<file path="config.mk">
export PLATFORM = sky130hd
export DESIGN_NAME = apc_ctrl
export DESIGN_NICKNAME = d
export VERILOG_FILES = /design/src/rtl/core/audio_peak_compressor_macros.svh /design/src/rtl/core/apc_pkg.sv /design/src/rtl/core/apc_ctrl.sv
export SDC_FILE = /design/constraint.sdc
export NUM_CORES = 1
export LEC_CHECK = 0
export ABC_AREA = 1
export BUFFER_PORTS_ARGS = -buffer_cell sky130_fd_sc_hd__buf_2
export CAP_MARGIN = 20
export CORE_AREA = 8 8 45 47
export DETAILED_ROUTE_END_ITERATION = 10
export DIE_AREA = 0 0 53 55
export PLACE_DENSITY = 0.71
export SLEW_MARGIN = 20
export SYNTH_ARGS = -nofsm -noshare
export SYNTH_HDL_FRONTEND = slang
export SYNTH_SLANG_ARGS = --single-unit
export TNS_END_PERCENT = 30
</file>
<file path="constraint.sdc">
create_clock -name aclk -period 1.6 [get_ports aclk]
set_clock_uncertainty 0.1 [all_clocks]
set_input_delay 0.32 -clock aclk [delete_from_list [all_inputs] [get_ports aclk]]
set_output_delay 0.32 -clock aclk [all_outputs]
set_load 0.02 [all_outputs]
</file>
<file path="src/rtl/core/audio_peak_compressor_macros.svh">
// Assertion macros shared by the audio peak compressor RTL.
`ifndef AUDIO_PEAK_COMPRESSOR_MACROS_SVH
`define AUDIO_PEAK_COMPRESSOR_MACROS_SVH

// Consequent must hold in the same cycle as the antecedent.
`define APC_ASSERT_SAME(label, ante, cons, msg) \
    label: assert property (@(posedge aclk) disable iff (!aresetn) (ante) |-> (cons)) \
        else $error(msg);

// Consequent must hold in the cycle after the antecedent.
`define APC_ASSERT_NEXT(label, ante, cons, msg) \
    label: assert property (@(posedge aclk) disable iff (!aresetn) (ante) |=> (cons)) \
        else $error(msg);

`endif

</file>
<file path="src/rtl/core/apc_pkg.sv">
// Package with constants, types, tables and functions of the audio peak compressor.
`default_nettype none

package apc_pkg;

    // Buffer and table sizes.
    localparam int BUF_N  = 64;
    localparam int LOG_N  = 256;
    localparam int ADDR_W = $clog2(BUF_N);
    localparam int FILL_W = $clog2(BUF_N + 1);
    localparam int LOG_W  = $clog2(LOG_N);
    localparam int LOG_NW = $clog2(LOG_N + 1);

    // Configuration port.
    localparam int CFG_W     = 24;
    localparam int CFG_IDX_W = 3;

    localparam logic [23:0] ONE_Q22 = 24'h400000;
    localparam logic [23:0] MAX24   = 24'hFFFFFF;

    typedef enum logic [CFG_IDX_W-1:0] {
        REG_THRESHOLD = 3'd0,
        REG_SLOPE     = 3'd1,
        REG_ATTACK    = 3'd2,
        REG_RELEASE   = 3'd3,
        REG_GAIN      = 3'd4,
        REG_STEREO    = 3'd5
    } cfg_reg_t;

    typedef enum logic [1:0] {
        FADE_IDLE    = 2'd0,
        FADE_ATTACK  = 2'd1,
        FADE_RELEASE = 2'd2
    } fade_t;

    // Commands from the controller to the datapath.
    typedef struct packed {
        logic store;
        logic tgt_log;
        logic tgt_mul;
        logic tgt_set;
        logic rd;
        logic mul1;
        logic emit;
    } apc_cmd_t;

    // Status from the datapath to the controller.
    typedef struct packed {
        logic buf_end;
        logic last_idx;
        logic out_free;
    } apc_stat_t;

    typedef logic [15:0] log_tab_t [LOG_N];
    typedef logic [23:0] exp_tab_t [LOG_N];

    // Truncated integer square root, used only while building the tables.
    function automatic logic [63:0] isqrt64(input logic [63:0] val);
        logic [63:0] v;
        logic [63:0] res;
        logic [63:0] b;
        v   = val;
        res = 64'd0;
        b   = 64'd1 << 62;
        for (int j = 0; j < 32; j++) begin
            if (b > v) begin
                b = b >> 2;
            end
        end
        for (int j = 0; j < 32; j++) begin
            if (b != 64'd0) begin
                if (v >= res + b) begin
                    v   = v - (res + b);
                    res = (res >> 1) + b;
                end else begin
                    res = res >> 1;
                end
                b = b >> 2;
            end
        end
        return res;
    endfunction

    // log2(1 + i/N) in Q16 by repeated squaring.
    function automatic log_tab_t build_log_tab();
        log_tab_t    t;
        logic [63:0] v;
        logic [15:0] acc;
        for (int i = 0; i < LOG_N; i++) begin
            v   = (64'(LOG_N + i) << 30) / LOG_N;
            acc = 16'd0;
            for (int k = 1; k <= 16; k++) begin
                v = (v * v) >> 30;
                if (v >= (64'd1 << 31)) begin
                    v = v >> 1;
                    acc[16-k] = 1'b1;
                end
            end
            t[i] = acc;
        end
        return t;
    endfunction

    // 2^(i/N) in Q22 as a product of binary roots of two.
    function automatic exp_tab_t build_exp_tab();
        exp_tab_t    t;
        logic [63:0] roots [17];
        logic [63:0] f;
        logic [63:0] e;
        roots[0] = 64'd2 << 30;
        for (int k = 1; k <= 16; k++) begin
            roots[k] = isqrt64(roots[k-1] << 30);
        end
        for (int i = 0; i < LOG_N; i++) begin
            f = (64'(i) << 16) / LOG_N;
            e = 64'd1 << 30;
            for (int k = 1; k <= 16; k++) begin
                if (f[16-k]) begin
                    e = (e * roots[k]) >> 30;
                end
            end
            t[i] = e[31:8];
        end
        return t;
    endfunction

    localparam log_tab_t LOG_TAB = build_log_tab();
    localparam exp_tab_t EXP_TAB = build_exp_tab();

    // log2 of a nonzero 16-bit value in Q16.
    function automatic logic [19:0] log2_q16(input logic [15:0] x);
        logic [3:0]          e;
        logic [15:0]         m;
        logic [15+LOG_NW-1:0] sc;
        logic [LOG_NW-1:0]   idx;
        e = 4'd0;
        for (int j = 0; j < 16; j++) begin
            if (x[j]) begin
                e = 4'(j);
            end
        end
        m   = x << (4'd15 - e);
        sc  = (15+LOG_NW)'(m[14:0]) * (15+LOG_NW)'(LOG_N);
        idx = sc[15+LOG_NW-1:15];
        if (idx >= LOG_NW'(LOG_N)) begin
            idx = LOG_NW'(LOG_N - 1);
        end
        return {e, 16'd0} + 20'(LOG_TAB[idx[LOG_W-1:0]]);
    endfunction

endpackage

`default_nettype wire

</file>
<file path="src/rtl/core/apc_ctrl.sv">
// Controller state machine of the audio peak compressor.
`default_nettype none

module apc_ctrl (
    input  wire logic               aclk,
    input  wire logic               aresetn,
    input  wire logic               s_tvalid,
    output logic                    s_tready,
    input  wire apc_pkg::apc_stat_t stat,
    output apc_pkg::apc_cmd_t       cmd
);
    import apc_pkg::*;

    typedef enum logic [6:0] {
        ST_IDLE = 7'b0000001,
        ST_LOG  = 7'b0000010,
        ST_TMUL = 7'b0000100,
        ST_SET  = 7'b0001000,
        ST_READ = 7'b0010000,
        ST_MUL1 = 7'b0100000,
        ST_EMIT = 7'b1000000
    } state_t;

    state_t state_reg;
    state_t state_next;

    // State register.
    always_ff @(posedge aclk) begin
        if (!aresetn) begin
            state_reg <= ST_IDLE;
        end else begin
            state_reg <= state_next;
        end
    end

    // Next state.
    always_comb begin
        state_next = state_reg;
        case (state_reg)
            ST_IDLE: begin
                if (s_tvalid && stat.buf_end) begin
                    state_next = ST_LOG;
                end
            end
            ST_LOG:  state_next = ST_TMUL;
            ST_TMUL: state_next = ST_SET;
            ST_SET:  state_next = ST_READ;
            ST_READ: state_next = ST_MUL1;
            ST_MUL1: state_next = ST_EMIT;
            ST_EMIT: begin
                if (stat.out_free) begin
                    state_next = stat.last_idx ? ST_IDLE : ST_READ;
                end
            end
            default: state_next = ST_IDLE;
        endcase
    end

    // Command decode.
    assign s_tready    = (state_reg == ST_IDLE);
    assign cmd.store   = (state_reg == ST_IDLE) && s_tvalid;
    assign cmd.tgt_log = (state_reg == ST_LOG);
    assign cmd.tgt_mul = (state_reg == ST_TMUL);
    assign cmd.tgt_set = (state_reg == ST_SET);
    assign cmd.rd      = (state_reg == ST_READ);
    assign cmd.mul1    = (state_reg == ST_MUL1);
    assign cmd.emit    = (state_reg == ST_EMIT) && stat.out_free;

endmodule

`default_nettype wire

</file>
# Word-level counts from Yosys, hierarchy flattened
# Cells that the tools add are included.
# totals
out_inout_bits	8
inputBits	6
wordCells	18
register_bits	7
# classes
reduce_logical	4
muxes	4
n_eq_ne	9
# ops
cell	count
7-bit case mux with 7 select lines	1
7-bit two-way mux	2
7-bit by 1-bit equality test with 1-bit output, second input constant	1
7-bit by 2-bit equality test with 1-bit output, second input constant	1
7-bit by 3-bit equality test with 1-bit output, second input constant	1
7-bit by 4-bit equality test with 1-bit output, second input constant	1
7-bit by 5-bit equality test with 1-bit output, second input constant	1
7-bit by 6-bit equality test with 1-bit output, second input constant	1
7-bit equality test, second input constant	1
5-bit two-way mux	1
1-bit logical AND	3
2-bit by 1-bit != test with 1-bit output, second input constant	1
2-bit != test, second input constant	1
2-bit AND reduction	1

# Logic depth before layout (Yosys ltp)
# Gate-level depths: netlist (run 1).
# logic_depth
ltp_word	3
mapped_depth	10

# Least setup slack after synthesis (run 1)
# Ideal clock, no wire load.
# synth_timing
path_type	register to output
from	reg state_reg[2]
to	out cmd[6] (netlist bit)
stages_incl_launch_ff	6
required_time_ps	1180
path_slack_ps	113
arrival_time_ps	1067
cell_sequence	dfxtp_1 -> nor2_4 -> nand3_2 -> nor2_4 -> inv_2 -> nor2_1
# synth_rtl
element	line_no	source
start, declared	apc_ctrl.sv:24	state_t state_reg;
start signal, assigned	apc_ctrl.sv:32	state_reg <= state_next;
end, declared	apc_ctrl.sv:10	output apc_pkg::apc_cmd_t cmd

==> flow_summary.json, run 1 <==
{
  "start_util_pct": 34.72,
  "wl_mm": 1.257,
  "clkTransAtPathRegs_ps": 50,
  "worstPathRequired_ps": 1180,
  "first_iter_violations": 12,
  "rsz0062_at_grt": "true",
  "synth-seq-cells": 7,
  "clockBufferDepth": 2,
  "ioPinCount": 14,
  "critPathMaxFanout": 4,
  "die_w_um": 53,
  "post_drt_wl_per_cell_um": 10.30,
  "crit_path_start_kind": "register",
  "worstSetupEndpointType": "output pin",
  "drt_drc_violations_left": 0,
  "cts_root_buf": "clkbuf_4",
  "final_layout_size_suffix_gt1_share_pct": 48.11,
  "setup_viol": 4,
  "syn_area_per_cell_um2": 6.006,
  "switching_share_pct": 41.80,
  "setup_ws_ps": -33.00,
  "peakVddDrop_mv": 0.8209,
  "net-switching-power_mw": 0.3672,
  "final_cell_mix": "nand2_1 (19), inv_1 (13), buf_4 (13)",
  "dp_hpwl_um": 903.4,
  "die_h_um": 55,
  "hold_path_class": "input pin to register",
  "status": "finished with violations",
  "drv_slew": 0,
  "grt_pass1_vias": 453,
  "grt_overflow_total": 0,
  "arrival_ps": 1210,
  "p_seq_share_pct": 24.8,
  "synthCells": 80,
  "p_int_mw": 0.5112,
  "grt_pass1_wl_mm": 1.807,
  "leakage_nw": 0.4195,
  "worst-setup-path-type": "register to output pin",
  "htree_levels": 1,
  "viasPerCell": 4.385,
  "fmax_ghz": 0.6124,
  "antenna_found_initial": 0,
  "largest_reg_flops": 7,
  "yosys_warnings": 0,
  "slew_headroom_pct": 86.80,
  "cts_hold_buffers": 0,
  "power_frac_comb_pct": 56.2,
  "p_clk_share_pct": 19.0,
  "diodes": 0,
  "period_share_pct": 102.1,
  "die_area_mm2": 0.002915,
  "worstSkewPairLatency_ps": 260,
  "seq_area_frac_synth_pct": 29.17,
  "min_period_ps": 1633,
  "post_dp_cell_area_um2": 565.5,
  "fp-row-count": 14,
  "gp_congestion": 0.8843,
  "grt_start_max_net_pins": 5,
  "portBuffers": 13,
  "power_density_mw_per_mm2": 1243,
  "fin_nets": 113,
  "cts.sinks": 7,
  "final.hold.worst_slack_ps": 221.7,
  "coreArea_mm2": 0.001384,
  "syn_area_um2": 480.5,
  "syn2layout_area_growth_pct": 47.14,
  "num_vias": 535,
  "grt_use_total_pct": 8.361,
  "ys_types": 14,
  "worstMarginPinSlew_ps": 196.4,
  "final_area_um2": 706.9,
  "antenna_left": 0,
  "synth_nets": 86,
  "cts-buffers-inserted": 3,
  "violations": "setup timing",
  "dr.pass1.iters": 4,
  "cap_violations": 0,
  "hold_violations": 0,
  "mostFrequentLayoutCell": "nand2_1",
  "cts_tree": "built"
}
-- cells by family (layout without fill, tap and decap cells) --
logic type / Yosys count / after routing / share of synthesized area, %
AOI/OAI and AO/OA: 4 / 4 / 4.947
and+or+nand+nor: 50 / 50 / 51.04
buffers and inverters: 19 / 45 / 14.84
DFF: 7 / 7 / 29.17
-- worst max-delay path, stage by stage (launching register included) --
cell and delay [ps]:
dfxtp_2 340, nor2_4 130, nand2_2 80, inv_2 100, nand2_2 60, nor2_1 110
buf_4 150
-- Yosys cell counts --
library cell | instances | area, um2
nand2_1 | 20 | 75.07
inv_1 | 14 | 52.55
nor2_1 | 14 | 52.55
dfxtp_1 | 7 | 140.1
nand2_2 | 6 | 37.54
inv_2 | 5 | 18.77
nor2_4 | 3 | 33.78
a21oi_1 | 2 | 10.01
nand3_1 | 2 | 10.01
nand3_2 | 2 | 20.02
nor3_1 | 2 | 10.01
nor2_2 | 1 | 6.260
o21ai_0 | 1 | 5.000
o21ai_2 | 1 | 8.760
-- repair_timing --
item / 4_1_cts / 5_1_grt
setup buffers: 2 / 7
gates resized for setup: 10 / 10
pin swaps: 5 / 4
endpoints found under the setup margin: 6 / 8
-- final timing paths --
kind	from	end	slack, ps	depth (start not counted)
worst min register to register	state_reg[1]$_SDFFE_PN0P_	state_reg[1]$_SDFFE_PN0P_	440	2
worst min-delay path	aresetn	state_reg[1]$_SDFFE_PN0P_	220	3
worst max-delay path	state_reg[2]$_SDFFE_PN0P_	cmd[0]	-30	6
worst max register to register	state_reg[2]$_SDFFE_PN0P_	state_reg[6]$_SDFFE_PN0P_	170	11
-- power by group through the flow --
| stage | clock, mW | sequential, mW | combinational [mW] |
|---|---|---|---|
| floorplan | 0 | 0.217 | 0.278 |
| detailed placement | 0 | 0.221 | 0.352 |
| CTS | 0.163 | 0.217 | 0.387 |
| global placement | 0 | 0.219 | 0.346 |
| global route | 0.177 | 0.219 | 0.546 |
| finish | 0.167 | 0.218 | 0.494 |
-- cell type report --
type / instances / area [um2]
fill: 130 / 676.9
multi-input combinational: 54 / 276.5
timing repair buffer: 22 / 167.7
sequential: 7 / 145.1
inverter: 19 / 71.32
clock buffer: 4 / 26.28
tap: 16 / 20.02
-- stage by stage --
stage / instances / worst slack [ps] / utilization, % / setup TNS [ps] / power [mW]
6_report: 122 / -33.00 / 51.09 / -58.21 / 0.8785
5_1_grt: 122 / -73.01 / 51.09 / -334.5 / 0.9423
4_1_cts: 115 / -67.86 / 45.39 / -87.57 / 0.7670
3_5_place_dp: 109 / 180.4 / 40.87 / 0 / 0.5725
3_3_place_gp: 109 / 216.9 / 40.87 / 0 / 0.5647
2_1_floorplan: 80 / 113.1 / - / 0 / 0.4954
-- metal layers --
metal	wire [um]	part of all wire (%)	GRT usage, %	up-vias
li1	-	-	-	284
met3	74	5.9	2.406	6
met5	0	0	0	-
met4	31	2.5	6.466	0
met2	625	50	13.87	17
met1	525	42	8.815	228
Power figures use the tool's default switching activity.
==> run 2: changes to the inputs <==
--- a/config.mk
+++ b/config.mk
@@ -5,13 +5,12 @@
 export SDC_FILE = /design/constraint.sdc
 export NUM_CORES = 1
 export LEC_CHECK = 0
-export ABC_AREA = 1
-export BUFFER_PORTS_ARGS = -buffer_cell sky130_fd_sc_hd__buf_2
+export BUFFER_PORTS_ARGS = -buffer_cell sky130_fd_sc_hd__buf_4
 export CAP_MARGIN = 20
 export CORE_AREA = 8 8 45 47
 export DETAILED_ROUTE_END_ITERATION = 10
 export DIE_AREA = 0 0 53 55
-export PLACE_DENSITY = 0.71
+export PLACE_DENSITY = 0.66
 export SLEW_MARGIN = 20
 export SYNTH_ARGS = -nofsm -noshare
 export SYNTH_HDL_FRONTEND = slang
==> run 2 against run 1 <==
Compared with the run above:
- the run still ends with setup timing left
- global-route usage grew 1.4 points
- cell count decreased by 20%
- area after synthesis down 12%
- routed wire length increased by 18%
- cell area increased by 11%
- first-iteration DRC count is 42% lower
- fmax down 11%
- critical path depth is 3 lower
- hold slack better by 1.9 ps
- setup slack worse by 200 ps
- core utilization increased by 5.5 points
- critical path type unchanged
==> flow_summary.json, run 2 <==
{
  "top_layer": "met4",
  "gp_congestion": 0.8088,
  "min_period_ps": 1832,
  "yosys_warnings": 0,
  "drv_slew": 0,
  "die_area_mm2": 0.002915,
  "synthTopCellsByArea": "dfxtp_1 (33%), nor4b_1 (6.2%), nor2_1 (5.3%), nor3_1 (4.7%), nand4b_1 (4.1%)",
  "post_drt_wl_per_cell_um": 15.32,
  "cts_hold_buffers": 0,
  "power_frac_comb_pct": 27.2,
  "critPathMaxFanout": 4,
  "peakVddDrop_mv": 0.3115,
  "clkTransAtPathRegs_ps": 60,
  "wl_met3_um": 89,
  "period_share_pct": 114.5,
  "cts-buffers-inserted": 3,
  "grt_pass1_wl_mm": 2.049,
  "leakage_nw": 0.3472,
  "synth_top_flop_cell": "dfxtp_1",
  "async_flop_share_pct": 0,
  "fillCellCount": 122,
  "clockBufferDepth": 2,
  "dr.pass1.iters": 4,
  "antenna_found_initial": 0,
  "switching_share_pct": 28.03,
  "drt-met1-wl_um": 587,
  "portBuffers": 13,
  "pre_cts_ws_ps": -3.885,
  "yosys.area.top_type": "dfxtp_1",
  "worst-setup-path-type": "register to output pin",
  "worstPathRequired_ps": 1180,
  "worstSkewPairLatency_ps": 260,
  "cts_root_buf": "clkbuf_4",
  "hold_depth": 2,
  "slew_headroom_pct": 81.23,
  "hold_path_class": "input pin to register",
  "synth.top_cells.by_count": "dfxtp_1 (7), nor2_1 (6), inv_1 (4), nor3_1 (4), nor4b_1 (3)",
  "wl_met2_um": 788,
  "dp_hpwl_um": 977,
  "fin_nets": 88,
  "cts.sinks": 7,
  "grt_pass1_vias": 497,
  "htree_levels": 1,
  "syn_area_per_cell_um2": 8.631,
  "yosysTopAreaCellShare_pct": 33.14,
  "fin_util_pct": 56.60,
  "viasPerCell": 5.227,
  "start_util_pct": 30.56,
  "grt_use_total_pct": 9.737,
  "diodes": 0,
  "arrival_ps": 1410,
  "die_w_um": 53,
  "antenna_left": 0,
  "fp-row-count": 14,
  "violations": "setup timing",
  "cap_violations": 0,
  "syn2layout_area_growth_pct": 85.21,
  "ys_types": 24,
  "p_seq_share_pct": 38.3,
  "synth-seq-cells": 7,
  "synth_nets": 55,
  "reg2reg_depth": 5,
  "critical-path-slowest-cell": "or4b_4",
  "setup_ws_ps": -231.8,
  "final_layout_size_suffix_gt1_share_pct": 70.37,
  "status": "finished with violations",
  "cts_tree": "built",
  "final_cell_mix": "buf_4 (24), dfxtp_2 (6), buf_6 (5)",
  "r2r_slack_ps": -130,
  "syn_area_um2": 422.9,
  "num_vias": 507,
  "ioPinCount": 14,
  "grt_overflow_total": 0,
  "worstSetupEndpointType": "output pin",
  "power_density_mw_per_mm2": 619.2,
  "die_h_um": 55,
  "seq_area_frac_synth_pct": 33.14,
  "wl_mm": 1.486,
  "p_clk_share_pct": 34.5,
  "net-switching-power_mw": 0.1359,
  "grt_start_max_net_pins": 7,
  "synth.most_common_cell": "dfxtp_1",
  "synthCells": 49,
  "p_int_mw": 0.3490,
  "setup_viol": 13,
  "worstMarginPinSlew_ps": 277.9,
  "fmax_ghz": 0.5459,
  "drt_drc_violations_left": 0,
  "hold_violations": 0,
  "first_iter_violations": 7,
  "mostFrequentLayoutCell": "buf_4",
  "slowest_delay_ps": 560,
  "path_cells": "or4b_4 > nor3_4 > buf_6",
  "crit_path_start_kind": "register",
  "rsz0062_at_grt": "true",
  "largest_reg_flops": 7,
  "synth_edf_count": 0,
  "coreArea_mm2": 0.001384
}
run 2: layer usage:
metal,global-route usage [%],up-vias
li1,-,247
met2,16.60,17
met3,1.872,4
met5,0,-
met4,7.759,0
met1,10.37,239
run 2: kinds of logic after synthesis:
kind of cell / Yosys count / synth area share, %
flip-flops: 7 / 33.14
AND/OR/NAND/NOR: 26 / 38.76
buffers and inverters: 5 / 6.212
AO/OA/AOI/OAI: 10 / 19.82
XOR/XNOR: 1 / 2.071
run 2: layout make-up:
class / instances / area [um2] / area share [%]
repair buffers: 29 / 236.5 / 30.19
inverters: 4 / 15.01 / 1.917
clock buffers: 4 / 26.28 / 3.355
well taps: 16 / 20.02 / 2.556
flip-flops and latches: 7 / 151.4 / 19.33
multi-input cells: 37 / 334.1 / 42.65
run 2: timing repair:
action	CTS	global route
pin swaps	3	3
endpoints found under the setup margin	9	14
resized for setup	10	19
buffers inserted	1	2
run 2: power groups by stage:
| stage | clock (mW) | combinational, mW | sequential, mW |
|---|---|---|---|
| after floorplan | 0 | 0.0505 | 0.189 |
| after global placement | 0 | 0.108 | 0.189 |
| after detailed placement | 0 | 0.109 | 0.189 |
| after CTS | 0.169 | 0.109 | 0.186 |
| after global routing | 0.175 | 0.140 | 0.187 |
| final | 0.167 | 0.132 | 0.186 |
run 2: final timing paths:
check                       startpoint                         to
min reg2reg  state_reg[2]$_SDFFE_PN0P_  state_reg[3]$_SDFFE_PN0P_
max          state_reg[0]$_SDFFE_PN1P_                     cmd[0]
max reg2reg  state_reg[0]$_SDFFE_PN1P_  state_reg[1]$_SDFFE_PN0P_
min                            aresetn  state_reg[6]$_SDFFE_PN0P_
run 2: through the flow:
step           power [mW]  instance area (um2)  TNS [ps]  std cells  hold WS [ps]
2_1_floorplan      0.2394                434.2         0         49         337.8
3_3_place_gp       0.2967                638.1         0         90         464.6
3_5_place_dp       0.2981                638.1    -3.885         90         466.0
4_1_cts            0.4640                701.9     -1587         95         221.9
5_1_grt            0.5020                783.3     -2123         97         244.4
6_report           0.4850                783.3     -1446         97         223.7
run 2: critical path: cells and delay by family, from the launching register on:
kind | cells | cell delay (ps)
buffers and inverters | 1 | 140
DFF | 1 | 330
and+or+nand+nor | 2 | 690
